--- config.mk ---
export PLATFORM = sky130hd
export DESIGN_NAME = cartridge_bank_switch_mapper_top
export DESIGN_NICKNAME = d
export VERILOG_FILES = /design/src/hw/rtl/cbsm_pkg.sv /design/src/hw/rtl/cartridge_bank_switch_mapper_top.sv /design/src/hw/rtl/cbsm_bank_regs.sv /design/src/hw/rtl/cbsm_xlate.sv
export VERILOG_INCLUDE_DIRS = /design/src /design/src/hw/rtl
export SDC_FILE = /design/constraint.sdc
export NUM_CORES = 1
export LEC_CHECK = 0
export BUFFER_PORTS_ARGS = -buffer_cell sky130_fd_sc_hd__buf_4
export CAP_MARGIN = 0
export CELL_PAD_IN_SITES_DETAIL_PLACEMENT = 0
export CELL_PAD_IN_SITES_GLOBAL_PLACEMENT = 1
export CORE_ASPECT_RATIO = 0.9
export CORE_UTILIZATION = 35
export CTS_CLUSTER_SIZE = 20
export DETAILED_ROUTE_END_ITERATION = 8
export PLACE_DENSITY = 0.74
export SLEW_MARGIN = 20
export SYNTH_ARGS = -nofsm -noshare
export SYNTH_HDL_FRONTEND = slang
export SYNTH_SLANG_ARGS = --single-unit
--- constraint.sdc ---
create_clock -name i_clk -period 2.98 [get_ports i_clk]
set_clock_uncertainty 0.1 [all_clocks]
set_input_delay 0.298 -clock i_clk [delete_from_list [all_inputs] [get_ports i_clk]]
set_output_delay 0.298 -clock i_clk [all_outputs]
set_load 0.02 [all_outputs]
--- src/hw/rtl/cartridge_bank_switch_mapper_top_macros.svh ---
// Assertion macros shared by the cartridge bank mapper RTL.
`ifndef CARTRIDGE_BANK_SWITCH_MAPPER_TOP_MACROS_SVH
`define CARTRIDGE_BANK_SWITCH_MAPPER_TOP_MACROS_SVH

// Same-cycle implication, checked out of reset.
`define CBSM_ASSERT_SAME(label, ante, cons, msg) \
    label: assert property (@(posedge i_clk) disable iff (!i_rst_n) (ante) |-> (cons)) \
        else $error(msg);

// Next-cycle implication, checked out of reset.
`define CBSM_ASSERT_NEXT(label, ante, cons, msg) \
    label: assert property (@(posedge i_clk) disable iff (!i_rst_n) (ante) |=> (cons)) \
        else $error(msg);

`endif

--- src/hw/rtl/cbsm_pkg.sv ---
// Types, constants and helpers for the cartridge bank mapper.
package cbsm_pkg;

    localparam int BANK_REGS = 8;
    localparam int BANK_IDX_W = $clog2(BANK_REGS);

    // operation codes
    localparam logic [1:0] OP_WRITE = 2'd0;
    localparam logic [1:0] OP_CPU   = 2'd1;
    localparam logic [1:0] OP_PPU   = 2'd2;

    // mirroring codes
    localparam logic [1:0] MIR_VERT = 2'd0;
    localparam logic [1:0] MIR_HORZ = 2'd1;
    localparam logic [1:0] MIR_FOUR = 2'd2;

    // register write decode
    localparam logic [15:0] WR_DEC_MASK    = 16'hE001;
    localparam logic [15:0] WR_BANK_SELECT = 16'h8000;
    localparam logic [15:0] WR_BANK_DATA   = 16'h8001;
    localparam logic [15:0] WR_MIRROR      = 16'hA000;

    localparam logic [7:0] SLOT_2K_MASK  = 8'hFE;
    localparam logic [7:0] PRG0_LIMIT    = 8'h50;
    localparam logic [7:0] PRG0_MASK     = 8'h4F;
    localparam logic [2:0] SEL_MASK      = 3'h7;
    localparam logic [2:0] SLOT_PRG0     = 3'd6;
    localparam logic [2:0] SLOT_PRG1     = 3'd7;
    localparam int         BS_PRG_SWAP   = 6;
    localparam int         BS_CHR_SWAP   = 7;

    // configuration register indexes
    localparam logic [1:0] REG_PRG_LOG2    = 2'd0;
    localparam logic [1:0] REG_CHR_LOG2    = 2'd1;
    localparam logic [1:0] REG_CHR_PRESENT = 2'd2;
    localparam logic [1:0] REG_FOUR_SCREEN = 2'd3;

    localparam logic [3:0] LOG2_RESET = 4'd8;
    localparam logic [3:0] LOG2_MAX   = 4'd8;

    localparam logic [7:0] BANK_RESET [BANK_REGS] = '{
        8'd0, 8'd2, 8'd4, 8'd5, 8'd6, 8'd7, 8'd0, 8'd1
    };

    typedef struct packed {
        logic [1:0]  opcode;
        logic [15:0] address;
        logic [7:0]  write_data;
    } t_cmd;

    // Bank-count mask, saturated at 256 banks.
    function automatic logic [7:0] count_mask(input logic [3:0] log2v);
        logic [8:0] one_hot;
        one_hot = 9'd0;
        if (log2v >= LOG2_MAX) begin
            return 8'hFF;
        end
        one_hot[log2v] = 1'b1;
        return 8'(one_hot - 9'd1);
    endfunction

endpackage

--- src/hw/rtl/cartridge_bank_switch_mapper_top.sv ---
// Cartridge bank mapper top level: stream pipeline and configuration port.
// Each beat is a bank register write, a CPU read translation or a PPU pattern
// read translation, and yields exactly one result beat. One beat is taken per
// clock while s_axis_tready is high; each beat passes the input register and
// then the result register, with the register update and translation logic
// between them. s_axis_tready drops only while a held result blocks the
// input register. Results report mirroring as it stands after that beat's
// own write. Write the configuration registers only while no beat is in flight.
`include "cartridge_bank_switch_mapper_top_macros.svh"

module cartridge_bank_switch_mapper_top (
    input  logic        i_clk,
    input  logic        i_rst_n,
    input  logic        s_axis_tvalid,
    output logic        s_axis_tready,
    input  logic [23:0] s_axis_tdata,   // address[15:0], write_data[23:16]
    input  logic [1:0]  s_axis_tuser,   // opcode[1:0]
    output logic        m_axis_tvalid,
    input  logic        m_axis_tready,
    output logic [23:0] m_axis_tdata,   // rom_address[20:0], address_mapped[21],
                                        // mirroring[23:22]
    input  logic        psel,
    input  logic        penable,
    input  logic        pwrite,
    input  logic [3:0]  paddr,
    input  logic [31:0] pwdata,
    output logic [31:0] prdata,
    output logic        pready
);

    logic            r_in_valid;
    cbsm_pkg::t_cmd  r_in_cmd;
    logic            r_out_valid;
    logic [23:0]     r_out_data;

    logic [3:0]      r_prg_log2, r_chr_log2;
    logic            r_chr_present, r_four_screen;

    logic            w_out_free, w_commit, w_cfg_wr;
    logic [cbsm_pkg::BANK_IDX_W-1:0] w_rd_idx;
    logic [7:0]      w_bank_select, w_rd_bank;
    logic            w_hmirror_next;
    logic [20:0]     w_rom_address;
    logic            w_mapped;
    logic [1:0]      w_mirroring;

    assign w_out_free    = !r_out_valid || m_axis_tready;
    assign w_commit      = r_in_valid && w_out_free;
    assign s_axis_tready = !r_in_valid || w_out_free;

    // input register
    always_ff @(posedge i_clk) begin
        if (!i_rst_n) begin
            r_in_valid <= 1'b0;
        end else if (s_axis_tready) begin
            r_in_valid <= s_axis_tvalid;
        end
    end

    always_ff @(posedge i_clk) begin
        if (s_axis_tready && s_axis_tvalid) begin
            r_in_cmd.opcode     <= s_axis_tuser;
            r_in_cmd.address    <= s_axis_tdata[15:0];
            r_in_cmd.write_data <= s_axis_tdata[23:16];
        end
    end

    cbsm_bank_regs u_bank_regs (
        .i_clk          (i_clk),
        .i_rst_n        (i_rst_n),
        .i_commit       (w_commit),
        .i_cmd          (r_in_cmd),
        .i_four_screen  (r_four_screen),
        .i_rd_idx       (w_rd_idx),
        .o_bank_select  (w_bank_select),
        .o_rd_bank      (w_rd_bank),
        .o_hmirror_next (w_hmirror_next)
    );

    cbsm_xlate u_xlate (
        .i_cmd         (r_in_cmd),
        .i_bank_select (w_bank_select),
        .i_rd_bank     (w_rd_bank),
        .i_prg_log2    (r_prg_log2),
        .i_chr_log2    (r_chr_log2),
        .i_chr_present (r_chr_present),
        .o_rd_idx      (w_rd_idx),
        .o_rom_address (w_rom_address),
        .o_mapped      (w_mapped)
    );

    assign w_mirroring = r_four_screen ? cbsm_pkg::MIR_FOUR
                       : (w_hmirror_next ? cbsm_pkg::MIR_HORZ : cbsm_pkg::MIR_VERT);

    // result register
    always_ff @(posedge i_clk) begin
        if (!i_rst_n) begin
            r_out_valid <= 1'b0;
        end else if (w_out_free) begin
            r_out_valid <= r_in_valid;
        end
    end

    always_ff @(posedge i_clk) begin
        if (w_commit) begin
            r_out_data <= {w_mirroring, w_mapped, w_rom_address};
        end
    end

    assign m_axis_tvalid = r_out_valid;
    assign m_axis_tdata  = r_out_data;

    // configuration port
    assign pready   = 1'b1;
    assign w_cfg_wr = psel && penable && pwrite && pready;

    always_ff @(posedge i_clk) begin
        if (!i_rst_n) begin
            r_prg_log2    <= cbsm_pkg::LOG2_RESET;
            r_chr_log2    <= cbsm_pkg::LOG2_RESET;
            r_chr_present <= 1'b1;
            r_four_screen <= 1'b0;
        end else if (w_cfg_wr) begin
            unique case (paddr[3:2])
                cbsm_pkg::REG_PRG_LOG2:    r_prg_log2    <= pwdata[3:0];
                cbsm_pkg::REG_CHR_LOG2:    r_chr_log2    <= pwdata[3:0];
                cbsm_pkg::REG_CHR_PRESENT: r_chr_present <= pwdata[0];
                default:                   r_four_screen <= pwdata[0];
            endcase
        end
    end

    always_comb begin
        unique case (paddr[3:2])
            cbsm_pkg::REG_PRG_LOG2:    prdata = {28'd0, r_prg_log2};
            cbsm_pkg::REG_CHR_LOG2:    prdata = {28'd0, r_chr_log2};
            cbsm_pkg::REG_CHR_PRESENT: prdata = {31'd0, r_chr_present};
            default:                   prdata = {31'd0, r_four_screen};
        endcase
    end

    `CBSM_ASSERT_NEXT(a_write_result_zero, w_commit && r_in_cmd.opcode == cbsm_pkg::OP_WRITE, m_axis_tdata[21:0] == 22'd0, "write beat gave a nonzero translation")
    `CBSM_ASSERT_NEXT(a_ppu_range, w_commit && r_in_cmd.opcode == cbsm_pkg::OP_PPU, m_axis_tdata[20:18] == 3'd0, "pattern address beyond 256K")
    `CBSM_ASSERT_NEXT(a_four_screen, w_commit && r_four_screen, m_axis_tdata[23:22] == cbsm_pkg::MIR_FOUR, "four-screen not reported")
    `CBSM_ASSERT_SAME(a_commit_fills, w_commit, !r_out_valid || m_axis_tready, "result register overwritten while held")

endmodule

--- src/hw/rtl/cbsm_bank_regs.sv ---
// Bank-select, bank value and mirroring registers with the write decoder.
module cbsm_bank_regs (
    input  logic                          i_clk,
    input  logic                          i_rst_n,
    input  logic                          i_commit,
    input  cbsm_pkg::t_cmd                i_cmd,
    input  logic                          i_four_screen,
    input  logic [cbsm_pkg::BANK_IDX_W-1:0] i_rd_idx,
    output logic [7:0]                    o_bank_select,
    output logic [7:0]                    o_rd_bank,
    output logic                          o_hmirror_next
);

    logic [7:0] r_bank_select, n_bank_select;
    logic [7:0] r_bank [cbsm_pkg::BANK_REGS];
    logic       r_hmirror, n_hmirror;
    logic       w_bank_we;
    logic [cbsm_pkg::BANK_IDX_W-1:0] w_sel;
    logic [7:0] w_bank_data;
    logic [15:0] w_dec;

    assign w_dec = i_cmd.address & cbsm_pkg::WR_DEC_MASK;
    assign w_sel = r_bank_select[cbsm_pkg::BANK_IDX_W-1:0] & cbsm_pkg::SEL_MASK;

    always_comb begin
        n_bank_select = r_bank_select;
        n_hmirror     = r_hmirror;
        w_bank_we     = 1'b0;
        w_bank_data   = i_cmd.write_data;
        if (w_sel <= 3'd1) begin
            w_bank_data = i_cmd.write_data & cbsm_pkg::SLOT_2K_MASK;
        end else if (w_sel == cbsm_pkg::SLOT_PRG0 && i_cmd.write_data >= cbsm_pkg::PRG0_LIMIT) begin
            w_bank_data = i_cmd.write_data & cbsm_pkg::PRG0_MASK;
        end
        if (i_commit && i_cmd.opcode == cbsm_pkg::OP_WRITE) begin
            if (w_dec == cbsm_pkg::WR_BANK_SELECT) begin
                n_bank_select = i_cmd.write_data;
            end else if (w_dec == cbsm_pkg::WR_BANK_DATA) begin
                w_bank_we = 1'b1;
            end else if (w_dec == cbsm_pkg::WR_MIRROR && !i_four_screen) begin
                n_hmirror = i_cmd.write_data[0];
            end
        end
    end

    always_ff @(posedge i_clk) begin
        if (!i_rst_n) begin
            r_bank_select <= 8'd0;
            r_hmirror     <= 1'b0;
            for (int i = 0; i < cbsm_pkg::BANK_REGS; i++) begin
                r_bank[i] <= cbsm_pkg::BANK_RESET[i];
            end
        end else begin
            r_bank_select <= n_bank_select;
            r_hmirror     <= n_hmirror;
            if (w_bank_we) begin
                r_bank[w_sel] <= w_bank_data;
            end
        end
    end

    assign o_bank_select  = r_bank_select;
    assign o_rd_bank      = r_bank[i_rd_idx];
    assign o_hmirror_next = n_hmirror;

endmodule

--- src/hw/rtl/cbsm_xlate.sv ---
// CPU and PPU address translation through the bank registers.
module cbsm_xlate (
    input  cbsm_pkg::t_cmd                  i_cmd,
    input  logic [7:0]                      i_bank_select,
    input  logic [7:0]                      i_rd_bank,
    input  logic [3:0]                      i_prg_log2,
    input  logic [3:0]                      i_chr_log2,
    input  logic                            i_chr_present,
    output logic [cbsm_pkg::BANK_IDX_W-1:0] o_rd_idx,
    output logic [20:0]                     o_rom_address,
    output logic                            o_mapped
);

    logic [1:0] w_prg_slot;
    logic [2:0] w_chr_slot;
    logic [7:0] w_prg_mask, w_chr_mask;
    logic [7:0] w_prg_bank, w_chr_bank;

    assign w_prg_mask = cbsm_pkg::count_mask(i_prg_log2);
    assign w_chr_mask = cbsm_pkg::count_mask(i_chr_log2);

    always_comb begin
        w_prg_slot = i_cmd.address[14:13];
        if (i_bank_select[cbsm_pkg::BS_PRG_SWAP] && !w_prg_slot[0]) begin
            w_prg_slot = w_prg_slot ^ 2'd2;
        end
        w_chr_slot = i_cmd.address[12:10];
        if (i_bank_select[cbsm_pkg::BS_CHR_SWAP]) begin
            w_chr_slot = w_chr_slot ^ 3'd4;
        end
    end

    // one bank lookup per item: program slot or pattern slot
    always_comb begin
        if (i_cmd.opcode == cbsm_pkg::OP_CPU) begin
            o_rd_idx = w_prg_slot[0] ? cbsm_pkg::SLOT_PRG1 : cbsm_pkg::SLOT_PRG0;
        end else if (!w_chr_slot[2]) begin
            o_rd_idx = {2'b00, w_chr_slot[1]};
        end else begin
            o_rd_idx = w_chr_slot - 3'd2;
        end
    end

    always_comb begin
        unique case (w_prg_slot)
            2'd0, 2'd1: w_prg_bank = i_rd_bank & w_prg_mask;
            2'd2:       w_prg_bank = (w_prg_mask - 8'd1) & w_prg_mask;
            default:    w_prg_bank = w_prg_mask;
        endcase
        if (!w_chr_slot[2]) begin
            w_chr_bank = (i_rd_bank | {7'd0, w_chr_slot[0]}) & w_chr_mask;
        end else begin
            w_chr_bank = i_rd_bank & w_chr_mask;
        end
    end

    always_comb begin
        o_rom_address = 21'd0;
        o_mapped      = 1'b0;
        unique case (i_cmd.opcode)
            cbsm_pkg::OP_CPU: begin
                if (i_cmd.address[15]) begin
                    o_mapped      = 1'b1;
                    o_rom_address = {w_prg_bank, i_cmd.address[12:0]};
                end
            end
            cbsm_pkg::OP_PPU: begin
                if (i_chr_present && i_cmd.address[15:13] == 3'd0) begin
                    o_mapped      = 1'b1;
                    o_rom_address = {3'd0, w_chr_bank, i_cmd.address[9:0]};
                end
            end
            default: begin
                o_rom_address = 21'd0;
                o_mapped      = 1'b0;
            end
        endcase
    end

endmodule
==> Yosys cells after proc, flatten, opt, wreduce, memory -nomap -nowiden <==
Memories as Yosys holds them, arrays and structs flattened.
Cells that the tools add are included.
W data, S select, Z words.
{ "op_classes": {"magnitude_cmp": 8, "bitwise": 8, "reduce_logical": 29, "n_mux": 41, "n_addsub": 4, "eq_ne": 10} }
{ "ops": {"columns": ["operator", "count"], "rows": [
  ["$mux W8", 8],
  ["$pmux W21 S2", 1],
  ["$and A8 B8 Y8", 4],
  ["$sub A8 B1 Y8 const B", 3],
  ["$mux W21", 1],
  ["$mux W1", 20],
  ["$mux W18", 1],
  ["$pmux W8 S2", 1],
  ["$eq A4 B4 Y1 const B", 3],
  ["$mux W3", 4],
  ["$pmux W4 S3", 1],
  ["$logic_and A1 B1 Y1", 11],
  ["$lt A4 B5 Y1 const B", 2],
  ["$reduce_and A2 Y1", 5],
  ["$demux W1 S4", 2],
  ["$ge A4 B1 Y1 const B", 2],
  ["$ge A4 B4 Y1 const B", 2],
  ["$ge A8 B7 Y1 const B", 1],
  ["$or A8 B1 Y8", 1],
  ["$reduce_or A8 Y1", 1],
  ["$eq A2 B1 Y1 const B", 3],
  ["$eq A2 B2 Y1 const B", 3],
  ["$logic_not A2 Y1", 3],
  ["$logic_not A1 Y1", 4],
  ["10 further kinds", 13]
]} }
{ "totals": {"reg_bits": 71, "output_inout_bits": 59, "ram_bits": 64, "n_memories": 1} }
{ "memory_table": {"columns": ["name", "words", "width", "read_ports", "rd_clocked_by_memory_dff", "write_ports", "line", "text"], "rows": [
  ["u_bank_regs.r_bank", 8, 8, 1, 0, 8, "cbsm_bank_regs.sv:15", "logic [7:0] r_bank [cbsm_pkg::BANK_REGS];"]
]} }

==> Logic depth before layout (Yosys ltp) <==
{ "logic_depth": {"depth_word": 11, "mapped_depth": 9} }

==> Hierarchy <==
From an unflattened synthesis, not the netlist that was laid out.
{ "unflattened": {"hier_cells": 507, "hier_area_um2": 6503.7} }
{ "by_module_without_submodules": {"columns": ["mod", "seq_area_each_um2", "cells_per_inst", "area_each_um2", "instances"], "rows": [
  ["cbsm_bank_regs", 2102.0, 259, 3462.1, 1],
  ["cartridge_bank_switch_mapper_top", 1741.7, 142, 2297.2, 1],
  ["cbsm_xlate", 0.0, 106, 744.5, 1]
]} }

==> Worst setup path after synthesis <==
Ideal clock, no wire load.
{ "synth_path": {"path_type": "reg2reg", "start": "register r_in_cmd[24] (netlist name)", "end": "memory u_bank_regs.r_bank[7][0], enable pin", "synth_period_minus_slack_ns": 2.505, "setup_time_ns": 0.329, "arrival_time_ns": 2.076, "required_ns": 2.551, "path_slack_ns": 0.475, "path_stages_with_launch": 9, "path_cell_list": "edfxtp_1 > inv_1 > ha_1 > nand2_1 > or4b_4 > buf_6 > nor4b_4 > nand3_1 > nand2_1"} }
{ "synth_lines": {"columns": ["element", "line", "text"], "rows": [
  ["start: declaration", "cartridge_bank_switch_mapper_top.sv:32", "cbsm_pkg::t_cmd r_in_cmd;"],
  ["end: declaration", "cbsm_bank_regs.sv:15", null]
]} }

==> summary.json <==
{
  "final_layout": {
    "final_util_pct": 45.5,
    "count_of_fill_cells_added_during_filler_insertion": 1563,
    "final_cell_count_without_fillers": 880,
    "final_net_count": 706,
    "antennaDiodeCount": 0,
    "synthToLayoutAreaGrowth_pct": 25.4,
    "layout-drive-gt1-share_pct": 20.8
  },
  "critical_path": {
    "crit_arrival_ns": 2.74,
    "rrSetupSlack_ns": 0.20,
    "critPathSlowestCell": "sky130_fd_sc_hd__or4b_4",
    "crit_path_max_incr_delay_ns": 0.57,
    "timing.critical_path.fanout_max": 8,
    "cpMostUsedCell": "sky130_fd_sc_hd__nand2_1",
    "crit_path_end_kind": "register",
    "path_class": "register to register",
    "timing.critical_path.cells": "inv_1 -> ha_1 -> nand2_1 -> or4b_4 -> nor4b_4 -> nand3_1 -> nand2_1",
    "timing.critical_path.required_ns": 2.95,
    "timing.critical_path.from_type": "register"
  },
  "power_and_ir_drop": {
    "power.clock.fraction_pct": 44.9,
    "p_leak_nw": 3.00,
    "total_power_mw": 4.54,
    "total_switching_power_mw": 1.11,
    "power.internal_mw": 3.43,
    "power.density_cell_area_nw_per_um2": 580,
    "p_seq_share_pct": 46.5,
    "netSwitchingFraction_pct": 24.5,
    "power.ir.vdd_worst_uv": 417,
    "p_comb_share_pct": 8.6
  },
  "clock_network": {
    "deepest_level_of_the_cts_h_tree": 4,
    "tritoncts_num_sinks": 132,
    "ctsLongestPathBuffers": 2,
    "tritoncts": "built",
    "clk_pin_slew_ns": 0.06,
    "cts_repair_resize_count": 0,
    "cts-root-buf": "sky130_fd_sc_hd__clkbuf_16",
    "clkLatencyLatePin_ns": 0.42,
    "number_of_clock_buffers_inserted_by_tritoncts": 17
  },
  "hold_path": {
    "min_path_type": "input pin to register"
  },
  "sta": {
    "minimum_clock_period_ns": 2.78,
    "max_slew.worst_pin.slew_ns": 0.802,
    "timing.fmax_ghz": 0.360,
    "timing.setup.tns_ns": 0,
    "slew_headroom_pct": 46.2,
    "final-setup-viol-count": 0,
    "max_slew_vio_count": 0,
    "unrepaired_setup_endpoints_after_global_routing": "no",
    "finalCritPeriodShare_pct": 93.2,
    "fin_ws_ns": 0.204,
    "report.final.hold_viol_count": 0
  },
  "floorplanning": {
    "fp.dieArea_um2": 18400,
    "placement_rows": 45,
    "floorplan.io_pins": 128,
    "starting_utilization_of_the_core_area_pct": 36.3,
    "die-width_um": 143,
    "core_region_area_um2": 17200,
    "die_h_um": 129
  },
  "synth": {
    "share_of_yosys_cell_area_claimed_by_the_top_area_cell_type_pct": 54.9,
    "synth_seq_cells": 132,
    "async_reset_ff_share_pct": 0,
    "yosysSeqAreaShare_pct": 60.7,
    "postSynth.topFlopCell": "sky130_fd_sc_hd__edfxtp_1",
    "synth_area_um2": 6240,
    "postSynthAreaPerCell_um2": 11.9,
    "number_of_enable_flip_flop_cells_after_synthesis": 114,
    "synth_cell_types": 63,
    "synthCells": 525,
    "netlist.top_cell.by_area": "sky130_fd_sc_hd__edfxtp_1",
    "ys.warnings.count": 0,
    "ys_top_cells_by_area": "sky130_fd_sc_hd__edfxtp_1 55%, sky130_fd_sc_hd__dfxtp_1 5.8%, sky130_fd_sc_hd__mux2i_1 5.5%"
  },
  "placed_design": {
    "placed_cells": 820,
    "dpl_worst_slack_ns": 0.212,
    "buffer_ports.inserted": 68,
    "detailed_placer_s_ending_hpwl_um": 10200,
    "gp_routability_congestion": 0.807
  },
  "drt": {
    "detailroute.via_count": 4322,
    "drt_pre_antenna_iters": 5,
    "drcViolationCount": 0,
    "drt_iter0_drc": 332,
    "detail_route.wl_per_cell_um": 16.2,
    "postRouteAntennaNets": 0,
    "detail_route.wirelength_um": 14300,
    "viasPerCell": 4.91
  },
  "grt": {
    "first_pass_grt_wire_length_um": 22400,
    "grt.total_usage_pct": 16.5,
    "first_global_vias": 4266,
    "grt_start_max_net_pins": 28,
    "global_route.overflow_total": 0,
    "grt_antenna_before_repair": 0
  },
  "job": {
    "cap_viol_max_count": 0
  },
  "outcome": {
    "outcome": "complete, no violations"
  }
}
==> path summary, 6_finish.rpt <==
kind / startpoint / to / cells after the start
hold / removal: s_axis_tvalid / r_in_valid / 3
hold reg to reg: u_bank_regs.r_hmirror / u_bank_regs.r_hmirror / 2
setup / recovery: r_in_cmd[24] / u_bank_regs.r_bank[7][4] / 7
setup reg to reg: r_in_cmd[24] / u_bank_regs.r_bank[7][4] / 7
==> cells in the mapped netlist, types with 4 or more instances <==
cell type                  instances
sky130_fd_sc_hd__mux2i_1          34
sky130_fd_sc_hd__and3_1            7
sky130_fd_sc_hd__nor2_1           62
sky130_fd_sc_hd__clkbuf_1         23
sky130_fd_sc_hd__buf_4            29
sky130_fd_sc_hd__o21ai_0          17
sky130_fd_sc_hd__inv_1            13
sky130_fd_sc_hd__a211oi_1          6
sky130_fd_sc_hd__nand2_1          34
sky130_fd_sc_hd__edfxtp_1        114
sky130_fd_sc_hd__nor3_1            9
sky130_fd_sc_hd__a21oi_1          12
sky130_fd_sc_hd__ha_1              5
sky130_fd_sc_hd__a31oi_1           6
sky130_fd_sc_hd__xnor2_1           5
sky130_fd_sc_hd__nand2b_1          8
sky130_fd_sc_hd__dfxtp_1          18
sky130_fd_sc_hd__nor2b_1          18
sky130_fd_sc_hd__nand3_1          10
sky130_fd_sc_hd__or3_1            17
sky130_fd_sc_hd__and2_1           16
sky130_fd_sc_hd__nor3b_1           4
==> cell type report <==
type | count | area (µm²) | area share, %
Multi-Input combinational cell | 352 | 2180 | 27.9
Sequential cell | 132 | 3780 | 48.4
Tap cell | 235 | 294 | 3.76
Clock inverter | 14 | 141 | 1.81
Clock buffer | 18 | 439 | 5.62
Inverter | 14 | 52.6 | 0.672
Timing Repair Buffer | 115 | 931 | 11.9
==> power groups by stage <==
| stage | clock [mW] | combinational [mW] | sequential, mW |
|---|---|---|---|
| final | 2.04 | 0.391 | 2.11 |
| after global routing | 2.16 | 0.424 | 2.12 |
| after CTS | 2.08 | 0.388 | 2.11 |
| after detailed placement | 0 | 0.359 | 2.15 |
| after global placement | 0 | 0.355 | 2.15 |
| after floorplan | 0 | 0.228 | 2.16 |
==> cells in the final DEF, fill, tap and decap left out, types with 3 or more instances in the layout <==
cell type	count
sky130_fd_sc_hd__inv_6	5
sky130_fd_sc_hd__dlygate4sd3_1	27
sky130_fd_sc_hd__and3_1	7
sky130_fd_sc_hd__o21ai_0	17
sky130_fd_sc_hd__buf_4	88
sky130_fd_sc_hd__nor2_1	62
sky130_fd_sc_hd__and2_1	16
sky130_fd_sc_hd__nand2b_1	8
sky130_fd_sc_hd__nor3b_1	4
sky130_fd_sc_hd__mux2_2	3
sky130_fd_sc_hd__a211oi_1	6
sky130_fd_sc_hd__conb_1	32
sky130_fd_sc_hd__or3_1	17
sky130_fd_sc_hd__nand2_1	34
sky130_fd_sc_hd__nor3_1	9
sky130_fd_sc_hd__inv_1	13
sky130_fd_sc_hd__a21oi_1	12
sky130_fd_sc_hd__nor2b_1	18
sky130_fd_sc_hd__xnor2_1	5
sky130_fd_sc_hd__a311oi_1	3
sky130_fd_sc_hd__clkbuf_16	17
sky130_fd_sc_hd__xor2_1	3
sky130_fd_sc_hd__a31oi_1	6
sky130_fd_sc_hd__ha_1	5
sky130_fd_sc_hd__clkinv_4	3
sky130_fd_sc_hd__mux2i_1	34
sky130_fd_sc_hd__nand3_1	10
sky130_fd_sc_hd__dfxtp_1	18
sky130_fd_sc_hd__edfxtp_1	114
==> flip-flops by register name (all words and copies together), names as in the netlist, 4 cells and up <==
signal                     cells
u_bank_regs.o_bank_select      5
m_axis_tdata                  24
r_chr_log2                     4
u_bank_regs.r_bank            64
r_in_cmd                      26
r_prg_log2                     4
==> critical path, delay by kind of cell (launching register included) <==
family	cells	cell delay, ns
AND/OR/NAND/NOR	5	1.67
adder cells (fa/ha/maj)	1	0.15
buffers and inverters	1	0.10
flip-flops	1	0.40
==> cell families (layout without fill, tap and decap cells) <==
kind of cell	Yosys count	in the layout	share of synthesized area, %
buffers and inverters	71	161	6.18
other	2	32	0.120
xor gates and xnor gates	8	8	1.12
muxes	39	39	6.72
adders and majority gates	5	5	1.00
AOI/OAI and AO/OA	70	70	7.44
and+or+nand+nor	198	198	16.7
DFF	132	132	60.7
==> per-layer routing <==
metal  track usage (%)  wire length [µm]
met2              25.6              6610
met3              4.35               979
met1              22.0              6450
met5                 0                 0
met4              7.02               233
==> timing repair <==
| item | CTS | global route |
|---|---|---|
| hold endpoints to repair | 28 | 0 |
| hold buffers | 27 | 0 |
| endpoints found under the setup margin | 0 | 1 |
| buffers inserted | 0 | 1 |
==> through the flow <==
step / hold WS, ns / cell area (µm²)
2_1_floorplan: 0.297 / 6350
5_1_grt: 0.0118 / 7820
6_report: 0.0280 / 7820
3_3_place_gp: 0.366 / 6960
3_5_place_dp: 0.376 / 6960
4_1_cts: 0.00820 / 7810
Note: power is estimated with default switching activity, not from simulation.
